===== src/rtl/wms_pkg.sv =====
// Shared constants and types for the streaming window minimizer.
package wms_pkg;

    // Default window and substring lengths.
    localparam int K_LEN_DEF = 15;
    localparam int M_LEN_DEF = 5;

    // Fixed field widths.
    localparam int CHAR_W  = 8;
    localparam int VALUE_W = 40;
    localparam int POS_W   = 32;

    // Control that travels with a window waiting for evaluation.
    typedef struct packed {
        logic             valid;
        logic             first;
        logic [POS_W-1:0] wstart;
    } win_ctrl_t;

endpackage


===== src/rtl/wms_window.sv =====
// Input stage: character shift register, fill counter and position counter.
module wms_window
    import wms_pkg::*;
#(
    parameter int K_LEN = K_LEN_DEF
)
(
    input  logic                    clk,
    input  logic                    rst_n,
    input  logic                    in_valid,
    output logic                    in_stall,
    input  logic [CHAR_W-1:0]       base_char,
    input  logic                    seq_start,
    input  logic                    advance,
    output logic [K_LEN*CHAR_W-1:0] window,
    output win_ctrl_t               ctrl
);

    localparam int FILL_W = $clog2(K_LEN + 1);

    logic [K_LEN*CHAR_W-1:0] window_reg;
    logic [K_LEN*CHAR_W-1:0] window_next;
    logic [FILL_W-1:0]       fill_reg;
    logic [FILL_W-1:0]       fill_next;
    logic [POS_W-1:0]        pos_reg;
    logic [POS_W-1:0]        pos_next;
    win_ctrl_t               ctrl_reg;
    win_ctrl_t               ctrl_next;

    logic              accept;
    logic [FILL_W-1:0] fill_base;
    logic [POS_W-1:0]  pos_base;

    // A pending window must move on before the shift register may change.
    assign in_stall = ctrl_reg.valid && !advance;
    assign accept   = in_valid && !in_stall;

    // Next state for the counters, the window and the pending flag.
    always_comb
    begin
        fill_base   = seq_start ? '0 : fill_reg;
        pos_base    = seq_start ? '0 : pos_reg;
        window_next = window_reg;
        fill_next   = fill_reg;
        pos_next    = pos_reg;
        ctrl_next   = ctrl_reg;
        if (accept)
        begin
            // Oldest character sits in the lowest byte.
            window_next = {base_char, window_reg[K_LEN*CHAR_W-1:CHAR_W]};
            pos_next    = pos_base + POS_W'(1);
            fill_next   = (fill_base < FILL_W'(K_LEN)) ? fill_base + FILL_W'(1) : fill_base;
            ctrl_next.valid  = (fill_base >= FILL_W'(K_LEN - 1));
            ctrl_next.first  = (fill_base == FILL_W'(K_LEN - 1));
            ctrl_next.wstart = pos_base - POS_W'(K_LEN - 1);
        end
        else if (advance)
        begin
            ctrl_next.valid = 1'b0;
        end
    end

    // Control registers.
    always_ff @(posedge clk or negedge rst_n)
    begin
        if (!rst_n)
        begin
            fill_reg <= '0;
            pos_reg  <= '0;
            ctrl_reg <= '0;
        end
        else
        begin
            fill_reg <= fill_next;
            pos_reg  <= pos_next;
            ctrl_reg <= ctrl_next;
        end
    end

    // Payload registers.
    always_ff @(posedge clk)
    begin
        window_reg <= window_next;
    end

    assign window = window_reg;
    assign ctrl   = ctrl_reg;

endmodule


===== src/rtl/wms_min_tree.sv =====
// Comparator tree that finds the leftmost smallest substring of a window.
module wms_min_tree
    import wms_pkg::*;
#(
    parameter int K_LEN = K_LEN_DEF,
    parameter int M_LEN = M_LEN_DEF
)
(
    input  logic [K_LEN*CHAR_W-1:0] window,
    output logic [M_LEN*CHAR_W-1:0] best_key,
    output logic [POS_W-1:0]        best_offset
);

    localparam int KEY_W   = M_LEN * CHAR_W;
    localparam int NUM_SUB = (K_LEN >= M_LEN) ? (K_LEN - M_LEN + 1) : 1;
    localparam int LVLS    = $clog2(NUM_SUB);
    localparam int LEAVES  = 1 << LVLS;
    localparam int NODES   = 2 * LEAVES - 1;
    localparam int IDX_W   = (NUM_SUB > 1) ? $clog2(NUM_SUB) : 1;

    // Heap-ordered nodes: node n has children 2n+1 (left) and 2n+2 (right).
    logic [KEY_W-1:0] node_key [NODES];
    logic [IDX_W-1:0] node_idx [NODES];
    logic             node_ok  [NODES];

    // Leaves: one packed substring each; positions past the window read as zero.
    for (genvar i = 0; i < LEAVES; i++)
    begin : g_leaf
        if (i < NUM_SUB)
        begin : g_used
            for (genvar j = 0; j < M_LEN; j++)
            begin : g_byte
                if (i + j < K_LEN)
                begin : g_in
                    assign node_key[LEAVES-1+i][(M_LEN-1-j)*CHAR_W +: CHAR_W] =
                        window[(i+j)*CHAR_W +: CHAR_W];
                end
                else
                begin : g_pad
                    assign node_key[LEAVES-1+i][(M_LEN-1-j)*CHAR_W +: CHAR_W] = '0;
                end
            end
            assign node_idx[LEAVES-1+i] = IDX_W'(i);
            assign node_ok[LEAVES-1+i]  = 1'b1;
        end
        else
        begin : g_empty
            assign node_key[LEAVES-1+i] = '0;
            assign node_idx[LEAVES-1+i] = '0;
            assign node_ok[LEAVES-1+i]  = 1'b0;
        end
    end

    // Internal nodes: the right child wins only when strictly smaller.
    for (genvar n = 0; n < LEAVES - 1; n++)
    begin : g_node
        logic take_right;
        assign take_right = node_ok[2*n+2] &&
                            (!node_ok[2*n+1] || (node_key[2*n+2] < node_key[2*n+1]));
        assign node_key[n] = take_right ? node_key[2*n+2] : node_key[2*n+1];
        assign node_idx[n] = take_right ? node_idx[2*n+2] : node_idx[2*n+1];
        assign node_ok[n]  = node_ok[2*n+1] || node_ok[2*n+2];
    end

    assign best_key    = node_key[0];
    assign best_offset = POS_W'(node_idx[0]);

endmodule


===== src/rtl/window_minimizer_stream_top.sv =====
// A character is registered in the input stage's shift register; the comparator
// tree evaluates its window into the result register. Throughput: one character
// per cycle while in_stall is low; the input stage and the result register each
// hold one item, and the window minimum is one comparator tree between them.
// Reset (rst_n, asynchronous, active low) clears counters, pending, the previous
// minimum and output valid; the character shift register needs no clearing.
module window_minimizer_stream_top
    import wms_pkg::*;
#(
    parameter int K_LEN = K_LEN_DEF,
    parameter int M_LEN = M_LEN_DEF
)
(
    input  logic                clk,
    input  logic                rst_n,
    input  logic                in_valid,
    output logic                in_stall,
    input  logic [CHAR_W-1:0]   base_char,
    input  logic                seq_start,
    output logic                out_valid,
    input  logic                out_stall,
    output logic [VALUE_W-1:0]  minimizer_value,
    output logic [POS_W-1:0]    window_start,
    output logic [POS_W-1:0]    minimizer_position
);

    localparam int KEY_W   = M_LEN * CHAR_W;
    localparam int NUM_SUB = (K_LEN >= M_LEN) ? (K_LEN - M_LEN + 1) : 1;

    logic [K_LEN*CHAR_W-1:0] window;
    win_ctrl_t               win_ctrl;
    logic                    advance;
    logic [KEY_W-1:0]        best_key;
    logic [POS_W-1:0]        best_offset;
    logic [VALUE_W-1:0]      shown;
    logic                    emit;

    logic               out_valid_reg;
    logic               out_valid_next;
    logic [VALUE_W-1:0] value_reg;
    logic [VALUE_W-1:0] value_next;
    logic [POS_W-1:0]   wstart_reg;
    logic [POS_W-1:0]   wstart_next;
    logic [POS_W-1:0]   mpos_reg;
    logic [POS_W-1:0]   mpos_next;
    logic [VALUE_W-1:0] prev_min_reg;
    logic [VALUE_W-1:0] prev_min_next;

    // The pending window moves on when the result register is free or being taken.
    assign advance = !out_valid_reg || !out_stall;

    wms_window #(
        .K_LEN (K_LEN)
    ) u_window (
        .clk       (clk),
        .rst_n     (rst_n),
        .in_valid  (in_valid),
        .in_stall  (in_stall),
        .base_char (base_char),
        .seq_start (seq_start),
        .advance   (advance),
        .window    (window),
        .ctrl      (win_ctrl)
    );

    wms_min_tree #(
        .K_LEN (K_LEN),
        .M_LEN (M_LEN)
    ) u_min_tree (
        .window      (window),
        .best_key    (best_key),
        .best_offset (best_offset)
    );

    // Only the low 40 bits of the minimizer are reported and compared.
    if (KEY_W >= VALUE_W)
    begin : g_trim
        assign shown = best_key[VALUE_W-1:0];
    end
    else
    begin : g_extend
        assign shown = {{(VALUE_W-KEY_W){1'b0}}, best_key};
    end

    // First window of a sequence always reports; later ones only on a change.
    assign emit = win_ctrl.first || (shown != prev_min_reg);

    // Result register next state.
    always_comb
    begin
        out_valid_next = out_valid_reg;
        value_next     = value_reg;
        wstart_next    = wstart_reg;
        mpos_next      = mpos_reg;
        prev_min_next  = prev_min_reg;
        if (out_valid_reg && !out_stall)
        begin
            out_valid_next = 1'b0;
        end
        if (win_ctrl.valid && advance)
        begin
            prev_min_next = shown;
            if (emit)
            begin
                out_valid_next = 1'b1;
                value_next     = shown;
                wstart_next    = win_ctrl.wstart;
                mpos_next      = win_ctrl.wstart + best_offset;
            end
        end
    end

    // Control registers.
    always_ff @(posedge clk or negedge rst_n)
    begin
        if (!rst_n)
        begin
            out_valid_reg <= 1'b0;
            prev_min_reg  <= '0;
        end
        else
        begin
            out_valid_reg <= out_valid_next;
            prev_min_reg  <= prev_min_next;
        end
    end

    // Payload registers.
    always_ff @(posedge clk)
    begin
        value_reg  <= value_next;
        wstart_reg <= wstart_next;
        mpos_reg   <= mpos_next;
    end

    assign out_valid          = out_valid_reg;
    assign minimizer_value    = value_reg;
    assign window_start       = wstart_reg;
    assign minimizer_position = mpos_reg;

    // The input side stalls only behind a window that is waiting to move on.
    assert property (@(posedge clk) disable iff (!rst_n)
        in_stall |-> (win_ctrl.valid && !advance))
        else $error("input stalled without a blocked pending window");

    // The first window of a sequence always produces a result.
    assert property (@(posedge clk) disable iff (!rst_n)
        (win_ctrl.valid && win_ctrl.first && advance) |=> out_valid)
        else $error("first window of a sequence produced no result");

    // A new result only appears after a pending window was evaluated.
    assert property (@(posedge clk) disable iff (!rst_n)
        $rose(out_valid) |-> $past(win_ctrl.valid))
        else $error("result appeared without a pending window");

    // The minimizer lies inside the window's range of substring starts.
    assert property (@(posedge clk) disable iff (!rst_n)
        out_valid |-> ((minimizer_position - window_start) < POS_W'(NUM_SUB)))
        else $error("minimizer position outside the window");

endmodule

===== config.mk =====
export PLATFORM = sky130hd
export DESIGN_NAME = window_minimizer_stream_top
export DESIGN_NICKNAME = d
export VERILOG_FILES = /design/src/rtl/wms_pkg.sv /design/src/rtl/wms_window.sv /design/src/rtl/wms_min_tree.sv /design/src/rtl/window_minimizer_stream_top.sv
export SDC_FILE = /design/constraint.sdc
export NUM_CORES = 1
export LEC_CHECK = 0
export BUFFER_PORTS_ARGS = -buffer_cell sky130_fd_sc_hd__buf_2
export CORE_MARGIN = 2
export CORE_UTILIZATION = 35
export CTS_CLUSTER_DIAMETER = 100
export DETAILED_ROUTE_END_ITERATION = 12
export SETUP_SLACK_MARGIN = 0.02
export SLEW_MARGIN = 20
export SYNTH_ARGS = -nofsm -noshare
export SYNTH_HDL_FRONTEND = slang
export SYNTH_HIERARCHICAL = 1
export SYNTH_SLANG_ARGS = --single-unit

===== constraint.sdc =====
create_clock -name clk -period 17.3 [get_ports clk]
set_clock_uncertainty 0.05 [all_clocks]
set_input_delay 0.865 -clock clk [delete_from_list [all_inputs] [get_ports clk]]
set_output_delay 0.865 -clock clk [all_outputs]
set_load 0.1 [all_outputs]

==> impl_metrics.tcl <==
set metrics [dict create \
    yosysTopAreaCell "edfxtp_1" \
    grt_pass1_vias 20100 \
    synth.most_common_cell "ha_1" \
    row_count 100 \
    crit_top_cell "a21o_1" \
    cts.reportedPaths.clkPinSlew_ns 0.07 \
    synth_cell_types 100 \
    place_congestion 0.936 \
    tritoncts "yes" \
    cp.buffers_inverters 5 \
    powerDensity_nw_per_um2 127 \
    grt_max_degree 105 \
    leakagePower_nw 13.4 \
    startpoint_type "flip-flop" \
    min_period_ns 15.04 \
    core_area_um2 74600 \
    crit_slowest_cell "and3_2" \
    grtUsageTotal_pct 19.8 \
    cts_sinks 335 \
    vdd_ir_drop_max_mv 0.107 \
    period_share_pct 86.9 \
    syn_avg_cell_area_um2 9.47 \
    clock-root-buffer "clkbuf_16" \
    worstSkewPairLatency_ns 0.59 \
    num_vias 21000 \
    start_util_pct 35.5 \
    wirelength_mm 78.3 \
    path_delay_family "compound AO/OA/AOI/OAI gates" \
    drtIter0Drc 1616 \
    setup_tns_ns 0 \
    max_slew_margin_pct 33.1 \
    port_buffers 118 \
    drc 0 \
    worst-endpoint-arrival_ns 15.22 \
    routed_via_density 5.45 \
    postCtsSetupBuffers 0 \
    synth_commonest_cells "334 x ha_1, 262 x a21oi_1, 232 x nand2_1, 224 x edfxtp_1, 219 x inv_1" \
    wl_per_cell_um 20.3 \
    drive_above_1_share_pct 11.5 \
    drv_cap 0 \
    numCtsBuffers 41 \
    worstPathMaxFanout 104 \
    cts-resized-gates 0 \
    synth_seq_cells 335 \
    fillers 7409 \
    synth_edf_count 224 \
    fin_hold_ws_ns 0.325 \
    syn_inst 2794 \
    antenna-diode-count 0 \
    syn_area_um2 26400 \
    crit_path_end_kind "flip-flop" \
    hpwl_mm 59.7 \
    seq_area_frac_synth_pct 35.9 \
    synth.top_cell.area_share_pct 25.4 \
    outcome "completed" \
    hold_path.class "in2async" \
    ys_async_sr_fraction_pct 33.1 \
    antenna_found_initial 1 \
    ys.flop_type "edfxtp_1" \
    crit_path_max_incr_delay_ns 0.69 \
    final_cells 3859 \
    ioPinCount 119 \
    die_h_um 279 \
    place_inst 3783 \
    yosys_warnings 6 \
    die-width_um 279 \
    drtPass1Iterations 8 \
    drv_slew 0 \
    max_freq_mhz 66.5 \
    fin_nets 3205 \
    synth.area.top_cells "edfxtp_1 25%, ha_1 16%, dfrtp_1 11%, mux2i_1 5.9%, a21oi_1 5.0%" \
    htree_levels 2 \
    final_hold_viol_count 0 \
    rsz0062_at_grt "false" \
    postCtsHoldBufs 0 \
    antenna_left 0 \
    setup_viol 0 \
    tightest_slew_ns 1.00 \
    crit_type "reg2reg" \
    die-area_um2 77800 \
    clockBufferDepth 3 \
    largest_register_ff_count 120 \
    required_ns 17.48 \
    grt_pass1_wl_mm 120 \
    syn2layout_area_growth_pct 10.9 \
    grt_overflow_total 0 \
]
## through the flow
stage	util, %	cell area (um2)	total power (W)	worst slack [ns]
floorplan	-	26500	0.00230	1.48
global placement	37.3	27800	0.00273	2.67
detailed placement	37.3	27800	0.00273	2.54
CTS	39.3	29300	0.00371	2.47
global route	39.3	29300	0.00395	1.01
finish	39.3	29300	0.00372	2.26
## power by group
group,switching [W],internal [W],total [W],leakage (nW)
Sequential,0.0000527,0.000942,0.000995,3.51
Clock,0.000380,0.000582,0.000962,0.734
Combinational,0.00111,0.000649,0.00176,9.13
Total,0.00155,0.00217,0.00372,13.4
## per-layer routing
metal  up-vias  track usage (%)  part of all wire [%]
met3       114             2.51                   5.4
li1      10300                -                     -
met4         0             6.48                   3.2
met1     10100             27.9                    47
met5         -                0                     0
met2       577             31.5                    45
## cell usage in the layout, fill, tap and decap left out, types with 37 or more instances in the layout
| cell type | count |
|---|---|
| mux2_2 | 64 |
| o21ai_0 | 157 |
| nor2_1 | 195 |
| nand3_1 | 37 |
| mux2i_1 | 156 |
| dfrtp_1 | 111 |
| xor2_1 | 68 |
| a21o_1 | 70 |
| nand2_1 | 232 |
| buf_2 | 117 |
| o21a_1 | 49 |
| ha_1 | 334 |
| nand4_1 | 77 |
| a21oi_1 | 261 |
| edfxtp_1 | 224 |
| clkbuf_16 | 45 |
| inv_1 | 218 |
## path summary, 6_finish.rpt
kind                                     start  cells after the start               endpoint  slack [ns]
max                        u_window/window[23]                     52  minimizer_position[9]        2.26
min                                      rst_n                      1   u_window/fill_reg[2]        0.33
max reg2reg                u_window/window[23]                     52  minimizer_position[9]        2.26
min reg2reg                  u_window/ctrl[26]                      0       window_start[26]        0.43
max in group asynchronous                rst_n                      2       u_window/ctrl[4]       15.64
min in group clk                  base_char[7]                      1   u_window/window[119]        0.40
## worst register-to-register path, delay by kind of cell, from the launching register on
family	cells	cell delay [ns]
buffers and inverters	5	2.43
adder cells (fa/ha/maj)	4	1.24
AND/OR/NAND/NOR	14	3.19
multiplexers	2	0.94
flip-flops	1	0.51
XOR/XNOR	1	0.13
AO/OA/AOI/OAI	26	6.14
## cell families (layout without fill, tap and decap cells)
family	Yosys count	after routing	share of synthesized area, %
XOR/XNOR	98	98	3.25
flip-flops	335	335	35.9
multiplexers	222	222	8.77
other	1	28	0.0142
AO/OA/AOI/OAI	700	700	16.6
buffers and inverters	362	431	5.97
AND/OR/NAND/NOR	741	741	13.6
adder cells (fa/ha/maj)	335	335	15.9
## layout make-up
class,count,area [um2],area share [%]
multi-input cells,2124,15500,53.0
flip-flops and latches,335,9500,32.4
well taps,969,1210,4.13
clock buffers,47,1130,3.86
inverters,219,827,2.82
repair buffers,136,741,2.52
clock inverters,29,378,1.29
No activity file was read; power rests on OpenSTA's default activity.
